==> src/rtl/sjis_pkg.sv <==
// ----------------------------------------------------------------------------
// sjis_pkg
// Shared types and constants for the Shift_JIS stream decoder.
// ----------------------------------------------------------------------------
package sjis_pkg;

  // Result kind codes, carried on out_tuser
  typedef enum logic [2:0] {
    KIND_ASCII    = 3'd0,
    KIND_KANA     = 3'd1,
    KIND_JIS      = 3'd2,
    KIND_EXT      = 3'd3,
    KIND_BAD_BYTE = 3'd4,
    KIND_BAD_PAIR = 3'd5
  } kind_t;

  // Which lead byte class is held
  typedef enum logic [1:0] {
    MODE_NONE = 2'd0,
    MODE_LOW  = 2'd1,
    MODE_HIGH = 2'd2,
    MODE_EXT  = 2'd3
  } mode_t;

  localparam int unsigned BYTE_W = 8;
  localparam int unsigned CODE_W = 16;

  // Row/cell arithmetic constants
  localparam logic [7:0] LOW_LEAD_BASE  = 8'h81;
  localparam logic [7:0] HIGH_LEAD_BASE = 8'hc1;
  localparam logic [7:0] LEAD_SPLIT     = 8'ha0;
  localparam logic [7:0] ROW_OFFSET     = 8'h21;
  localparam logic [7:0] TRAIL_SPLIT    = 8'h9f;
  localparam logic [7:0] TRAIL_GAP      = 8'h7e;
  localparam logic [7:0] CELL_ADJ_HI    = 8'h20;
  localparam logic [7:0] CELL_ADJ_LO    = 8'h1f;
  localparam logic [7:0] CELL_ADJ_EVEN  = 8'h7e;

  // One accepted input item
  typedef struct packed {
    logic [BYTE_W-1:0] in_byte;
    logic              flush;
  } item_t;

  // Decode result handed to the output register
  typedef struct packed {
    logic              emit;
    kind_t             kind;
    logic [CODE_W-1:0] code;
  } result_t;

endpackage

==> src/rtl/sjis_in_reg.sv <==
// ----------------------------------------------------------------------------
// sjis_in_reg
// Input register: captures one item per transfer and holds it until the
// decode stage consumes it.
// ----------------------------------------------------------------------------
module sjis_in_reg (
  input  logic           clk,
  input  logic           rst_n,
  input  logic           in_valid,
  output logic           in_ready,
  input  sjis_pkg::item_t in_item,
  input  logic           advance,   // downstream can take the held item
  output logic           held_fire, // held item is consumed this cycle
  output sjis_pkg::item_t held_item
);
  import sjis_pkg::*;

  logic  valid_r, valid_nxt;
  item_t item_r;

  assign held_fire = valid_r && advance;
  assign in_ready  = !valid_r || advance;
  assign held_item = item_r;

  // Occupancy: refill on transfer, drain on consume
  always_comb begin
    valid_nxt = valid_r;
    if (in_ready) begin
      valid_nxt = in_valid;
    end
  end

  always_ff @(posedge clk) begin
    if (!rst_n) begin
      valid_r <= 1'b0;
    end else begin
      valid_r <= valid_nxt;
    end
  end

  // Payload, no reset needed
  always_ff @(posedge clk) begin
    if (in_ready && in_valid) begin
      item_r <= in_item;
    end
  end

endmodule

==> src/rtl/sjis_decode.sv <==
// ----------------------------------------------------------------------------
// sjis_decode
// Byte classifier with the held lead byte; turns lead/trail pairs into JIS X
// 0208 row/cell codes, extension (0xf0-0xfc) and bad pairs into raw bytes.
// ----------------------------------------------------------------------------
module sjis_decode (
  input  logic              clk,
  input  logic              rst_n,
  input  logic              fire,
  input  sjis_pkg::item_t   item,
  output sjis_pkg::result_t res
);
  import sjis_pkg::*;

  logic [7:0] lead_r, lead_nxt;
  mode_t      mode_r, mode_nxt;

  logic [7:0] b;
  logic       trail_ok;
  logic [7:0] row_base;
  logic [7:0] row_even;
  logic [7:0] row;
  logic [7:0] cell_val;

  assign b = item.in_byte;

  // Trail range 0x40-0x7e, 0x80-0xfc
  assign trail_ok = (b >= 8'h40 && b <= 8'h7e) || (b >= 8'h80 && b <= 8'hfc);

  // Pair to row/cell
  always_comb begin
    row_base = (lead_r < LEAD_SPLIT) ? (lead_r - LOW_LEAD_BASE) : (lead_r - HIGH_LEAD_BASE);
    row_even = {row_base[6:0], 1'b0} + ROW_OFFSET;
    if (b < TRAIL_SPLIT) begin
      row      = row_even;
      cell_val = b - ((b > TRAIL_GAP) ? CELL_ADJ_HI : CELL_ADJ_LO);
    end else begin
      row      = row_even + 8'd1;
      cell_val = b - CELL_ADJ_EVEN;
    end
  end

  // Classification and lead tracking
  always_comb begin
    lead_nxt = lead_r;
    mode_nxt = mode_r;
    res.emit = 1'b0;
    res.kind = KIND_ASCII;
    res.code = {8'h00, b};
    if (item.flush) begin
      res.kind = KIND_BAD_BYTE;
      res.code = {8'h00, lead_r};
      res.emit = (mode_r != MODE_NONE);
      mode_nxt = MODE_NONE;
    end else if (mode_r != MODE_NONE) begin
      mode_nxt = MODE_NONE;
      res.emit = 1'b1;
      if (!trail_ok) begin
        res.kind = KIND_BAD_PAIR;
        res.code = {lead_r, b};
      end else if (mode_r == MODE_EXT) begin
        res.kind = KIND_EXT;
        res.code = {lead_r, b};
      end else begin
        res.kind = KIND_JIS;
        res.code = {row, cell_val};
      end
    end else begin
      unique case (b) inside
        [8'h00:8'h7f]: begin
          res.emit = 1'b1;
          res.kind = KIND_ASCII;
        end
        [8'h81:8'h9f]: begin
          lead_nxt = b;
          mode_nxt = MODE_LOW;
        end
        [8'he0:8'hef]: begin
          lead_nxt = b;
          mode_nxt = MODE_HIGH;
        end
        [8'hf0:8'hfc]: begin
          lead_nxt = b;
          mode_nxt = MODE_EXT;
        end
        [8'ha1:8'hdf]: begin
          res.emit = 1'b1;
          res.kind = KIND_KANA;
        end
        default: begin
          res.emit = 1'b1;
          res.kind = KIND_BAD_BYTE;
        end
      endcase
    end
  end

  // Held lead state, updated only when an item is consumed
  always_ff @(posedge clk) begin
    if (!rst_n) begin
      lead_r <= 8'h00;
      mode_r <= MODE_NONE;
    end else if (fire) begin
      lead_r <= lead_nxt;
      mode_r <= mode_nxt;
    end
  end

endmodule

==> src/rtl/sjis_out_reg.sv <==
// ----------------------------------------------------------------------------
// sjis_out_reg
// Result register: holds one decoded item until the sink takes it and
// tells the upstream stage when it may advance.
// ----------------------------------------------------------------------------
module sjis_out_reg (
  input  logic               clk,
  input  logic               rst_n,
  input  logic               fire,
  input  sjis_pkg::result_t  res,
  output logic               advance,
  output logic               out_valid,
  input  logic               out_ready,
  output sjis_pkg::kind_t    out_kind,
  output logic [sjis_pkg::CODE_W-1:0] out_code
);
  import sjis_pkg::*;

  logic              valid_r, valid_nxt;
  kind_t             kind_r;
  logic [CODE_W-1:0] code_r;

  // Free when empty or emptying this cycle
  assign advance   = !valid_r || out_ready;
  assign out_valid = valid_r;
  assign out_kind  = kind_r;
  assign out_code  = code_r;

  always_comb begin
    valid_nxt = valid_r;
    if (advance) begin
      valid_nxt = fire && res.emit;
    end
  end

  always_ff @(posedge clk) begin
    if (!rst_n) begin
      valid_r <= 1'b0;
    end else begin
      valid_r <= valid_nxt;
    end
  end

  always_ff @(posedge clk) begin
    if (advance && fire && res.emit) begin
      kind_r <= res.kind;
      code_r <= res.code;
    end
  end

endmodule

==> src/rtl/shift_jis_stream_decoder.sv <==
// ----------------------------------------------------------------------------
// shift_jis_stream_decoder
// Shift_JIS byte stream to ASCII / half-width kana / JIS X 0208 items.
//
//   channel | direction | tdata            | tuser     | tlast
//   in_     | slave     | [7:0] in_byte    | -         | flush
//   out_    | master    | [15:0] code      | [2:0] kind| -
//
// One byte per clock sustained while out_tready does not stall; an item goes
// from the input register through combinational decode into the result
// register. A lead byte gives no result; the pair's result comes
// with the trail byte. Reset clears both registers and the held lead.
// A stall on out_tready backs up through the input register to in_tready.
// ----------------------------------------------------------------------------
module shift_jis_stream_decoder (
  input  logic        clk,
  input  logic        rst_n,
  input  logic        in_tvalid,
  output logic        in_tready,
  input  logic [7:0]  in_tdata,   // [7:0] in_byte
  input  logic        in_tlast,   // flush
  output logic        out_tvalid,
  input  logic        out_tready,
  output logic [15:0] out_tdata,  // [15:0] code
  output logic [2:0]  out_tuser   // [2:0] kind
);
  import sjis_pkg::*;

  item_t   in_item;
  item_t   held_item;
  logic    held_fire;
  logic    advance;
  result_t res;
  kind_t   out_kind;

  assign in_item.in_byte = in_tdata;
  assign in_item.flush   = in_tlast;

  // Input register
  sjis_in_reg u_in_reg (
    .clk       (clk),
    .rst_n     (rst_n),
    .in_valid  (in_tvalid),
    .in_ready  (in_tready),
    .in_item   (in_item),
    .advance   (advance),
    .held_fire (held_fire),
    .held_item (held_item)
  );

  // Decode with held lead
  sjis_decode u_decode (
    .clk   (clk),
    .rst_n (rst_n),
    .fire  (held_fire),
    .item  (held_item),
    .res   (res)
  );

  // Result register
  sjis_out_reg u_out_reg (
    .clk       (clk),
    .rst_n     (rst_n),
    .fire      (held_fire),
    .res       (res),
    .advance   (advance),
    .out_valid (out_tvalid),
    .out_ready (out_tready),
    .out_kind  (out_kind),
    .out_code  (out_tdata)
  );

  assign out_tuser = out_kind;

endmodule

==> config.mk <==
export PLATFORM = sky130hd
export DESIGN_NAME = shift_jis_stream_decoder
export DESIGN_NICKNAME = d
export VERILOG_FILES = /design/src/rtl/sjis_pkg.sv /design/src/rtl/sjis_in_reg.sv /design/src/rtl/sjis_decode.sv /design/src/rtl/sjis_out_reg.sv /design/src/rtl/shift_jis_stream_decoder.sv
export SDC_FILE = /design/constraint.sdc
export NUM_CORES = 1
export LEC_CHECK = 0
export BUFFER_PORTS_ARGS = -buffer_cell sky130_fd_sc_hd__buf_2
export CORE_ASPECT_RATIO = 0.7
export CORE_MARGIN = 1
export CORE_UTILIZATION = 52
export DETAILED_ROUTE_END_ITERATION = 8
export HOLD_SLACK_MARGIN = 0.02
export PLACE_DENSITY = 0.76
export SLEW_MARGIN = 20
export SYNTH_ARGS = -nofsm -noshare
export SYNTH_HDL_FRONTEND = slang
export SYNTH_SLANG_ARGS = --single-unit
==> constraint.sdc <==
create_clock -name clk -period 3.2 [get_ports clk]
set_input_delay 0.32 -clock clk [delete_from_list [all_inputs] [get_ports clk]]
set_output_delay 0.32 -clock clk [all_outputs]
set_load 0.03 [all_outputs]
==> reports/results.ini <==
[status]
run_status = complete, no violations

[detailed_routing]
vias = 2143
routed-wl-met2_mm = 2.45
antenna_left = 0
routed_wire_length_per_instance_um = 15.4
dr.first_iter.drc_count = 208
vias_per_cell = 5.73
top_sig_layer = met4
met3_length_um = 455
firstDrtPassIters = 4
wirelength_met1_mm = 2.78
drt_wl_total_mm = 5.75
drc = 0

[sta]
grt_setup_unrepaired = false
hold_violations = 0
period_minus_slack_ps = 3020
timing.final.crit_share_pct = 94.5
timing.fmax_ghz = 0.331
timing_worst_slew_pin_value_ps = 690
slew_headroom_pct = 54.0
final.setup.tns_ps = 0
setup_viol = 0
holdWs_ps = 199
clock_skew_ps = 8.79
timing_max_transition_violations_final = 0

[yosys]
synthDominantAreaCellType = edfxtp_1
syn-instance-count = 272
synth.cells.most_frequent = 28 x edfxtp_1, 20 x nand2_1, 20 x nor2_1
synth_area_leaders = edfxtp_1 32%, dfxtp_1 9.2%, ha_1 5.3%
synth_seq_cells = 40
number_of_enable_flip_flop_cells_after_synthesis = 28
synth_area_per_cell_um2 = 9.60
mappedNetlistArea_um2 = 2610
synth_async_sr_flop_share_pct = 0
syn_nets = 297
ys.warnings.count = 0
share_of_the_synthesized_area_in_the_top_cell_type_pct = 32.2
ys.flop_type = edfxtp_1
cell_with_the_most_instances_after_synthesis = edfxtp_1
synth_seq_area_share_pct = 41.4
synth_cell_type_count = 60

[setup_path]
timing.reg2reg.worst_path_depth = 13
crit_fanout = 3
end_kind = register
critPathArrivalTime_ps = 3020
timing.critical_path.required_ps = 3200
startpoint_type = register
worstSetupPathType = register to register

[global_routing]
first_global_vias = 1845
grt_start_max_net_pins = 20
antenna_violations_before_repair = 0
gr-usage-all-layers_pct = 23.4
grt_remaining_overflow = 0
grt_first_pass_wirelength_mm = 9.15

[floorplan]
top_level_ports = 34
row_count = 21
die_height_um = 61.3
initial_utilization_pct = 54.3
coreArea_um2 = 4810
die_area_um2 = 5310
dieWidth_um = 86.7

[clock_tree]
tritoncts = built
cts-buffers-inserted = 5
clkTransAtPathRegs_ps = 80
cts.path.max_buffers = 2
cts_root_buf = clkbuf_8
cts.sink_count = 40
ctsHtreeMaxLevel = 2
post_cts_buffers = 0
clk-insertion-delay-late_ps = 290

[min_path]
hold_path_depth = 1
worst_hold_path_type = input pin to register

[power_and_ir_drop]
p_sw_mw = 0.318
switching_share_pct = 28.2
total_power_mw = 1.13
power_density_nw_per_um2 = 382
cellLeakagePower_nw = 1.12
combPwrFrac_pct = 18.8
clock_power_share_pct = 29.4
power.sequential.fraction_pct = 51.8
cellInternalPower_mw = 0.809
peak_supply_drop_mv = 0.222

[final_layout]
fraction_of_final_layout_cells_sized_beyond_drive_strength_1_pct = 24.9
final-instance-count-excl-fill = 374
area_growth_from_synthesis_to_final_layout_pct = 13.0
layout.nets = 329
insertedDiodeCount = 0

[placed_design]
place.detailed.hpwl_mm = 4.22
place_congestion = 0.900
number_of_cells_after_detailed_placement = 366
placement.io_buffers = 33

[job]
max_cap_violations = 0

## routing by layer
layer  vias up  global-route usage (%)
li1       1060                       -
met1       992                    34.2
met2        85                    34.5
met3         6                    4.83
met4         0                    8.81
met5         -                       0
## per-stage QoR
stage / cell area [µm²] / setup slack, ps / util (%)
floorplan: 2610 / 70.9 / -
global placement: 2840 / 214 / 59.0
detailed placement: 2840 / 129 / 59.0
CTS: 2930 / 113 / 60.9
global route: 2950 / 8.77 / 61.3
finish: 2950 / 177 / 61.3
## cell families after synthesis
family / after synthesis / share of synthesized area, %
AOI/OAI and AO/OA: 83 / 22.0
xor gates and xnor gates: 13 / 4.36
adders and majority gates: 12 / 6.04
buffers and inverters: 30 / 5.90
DFF: 40 / 41.4
muxes: 7 / 2.92
and+or+nand+nor: 87 / 17.4
## registers in the layout (all words and copies together) (netlist names)
signal,count
u_out_reg.out_code,16
u_decode.mode_r,2
u_out_reg.out_kind,3
u_decode.lead_r,8
u_out_reg.out_valid,1
u_in_reg.valid_r,1
u_in_reg.held_item,9
## area by class of cell
| type | instances | area, µm² |
|---|---|---|
| Clock buffer | 5 | 68.8 |
| Clock inverter | 3 | 18.8 |
| Fill cell | 412 | 1860 |
| Inverter | 11 | 41.3 |
| Multi-Input combinational cell | 202 | 1410 |
| Sequential cell | 40 | 1080 |
| Tap cell | 69 | 86.3 |
| Timing Repair Buffer | 44 | 248 |
## path summary, 6_finish.rpt
| check | to | start | slack [ps] |
|---|---|---|---|
| max reg2reg | u_out_reg.out_code[6]$_DFFE_PP_ | u_in_reg.held_item[2]$_DFFE_PP_ | 180 |
| min | u_in_reg.held_item[6]$_DFFE_PP_ | in_tdata[5] | 200 |
| min reg2reg | u_decode.lead_r[7]$_SDFFE_PN0P_ | u_decode.lead_r[7]$_SDFFE_PN0P_ | 560 |
| max | u_out_reg.out_code[6]$_DFFE_PP_ | u_in_reg.held_item[2]$_DFFE_PP_ | 180 |
## power by group through the flow
stage / sequential, mW / combinational (mW) / clock (mW)
after global routing: 0.585 / 0.232 / 0.364
final: 0.583 / 0.212 / 0.331
after CTS: 0.582 / 0.207 / 0.338
after global placement: 0.594 / 0.202 / 0
after detailed placement: 0.594 / 0.206 / 0
after floorplan: 0.601 / 0.148 / 0
## worst max-delay path: stages, from the launching register on
cell	delay, ps
edfxtp_1	460
ha_4	210
nand2b_1	80
and3_2	180
a21oi_2	60
buf_4	150
ha_1	200
fa_1	400
nor2b_2	180
o31a_1	160
o21ai_0	80
a32oi_1	220
mux2i_1	200
o311ai_0	160
## what timing repair did
action	in CTS	in global routing
hold buffers	0	0
gates resized for setup	0	4
setup endpoints to repair	0	2
## placed cells by master (no fill, tap or decap), types with 3 or more instances in the layout
| cell | n |
|---|---|
| xnor2_1 | 12 |
| buf_4 | 11 |
| o31a_1 | 3 |
| nor2_1 | 20 |
| clkbuf_8 | 5 |
| a31oi_1 | 3 |
| o21ai_1 | 8 |
| buf_2 | 33 |
| nor3_1 | 5 |
| edfxtp_1 | 28 |
| o21ai_0 | 17 |
| o21a_1 | 7 |
| a21oi_1 | 11 |
| a211oi_1 | 3 |
| inv_1 | 11 |
| nor2b_1 | 9 |
| nand3_1 | 9 |
| nor4b_1 | 3 |
| ha_1 | 10 |
| a21oi_2 | 7 |
| nand2_1 | 20 |
| mux2i_1 | 5 |
| dfxtp_1 | 12 |
| and3_2 | 3 |
| nand2b_1 | 5 |
Power figures use the tool's default switching activity.
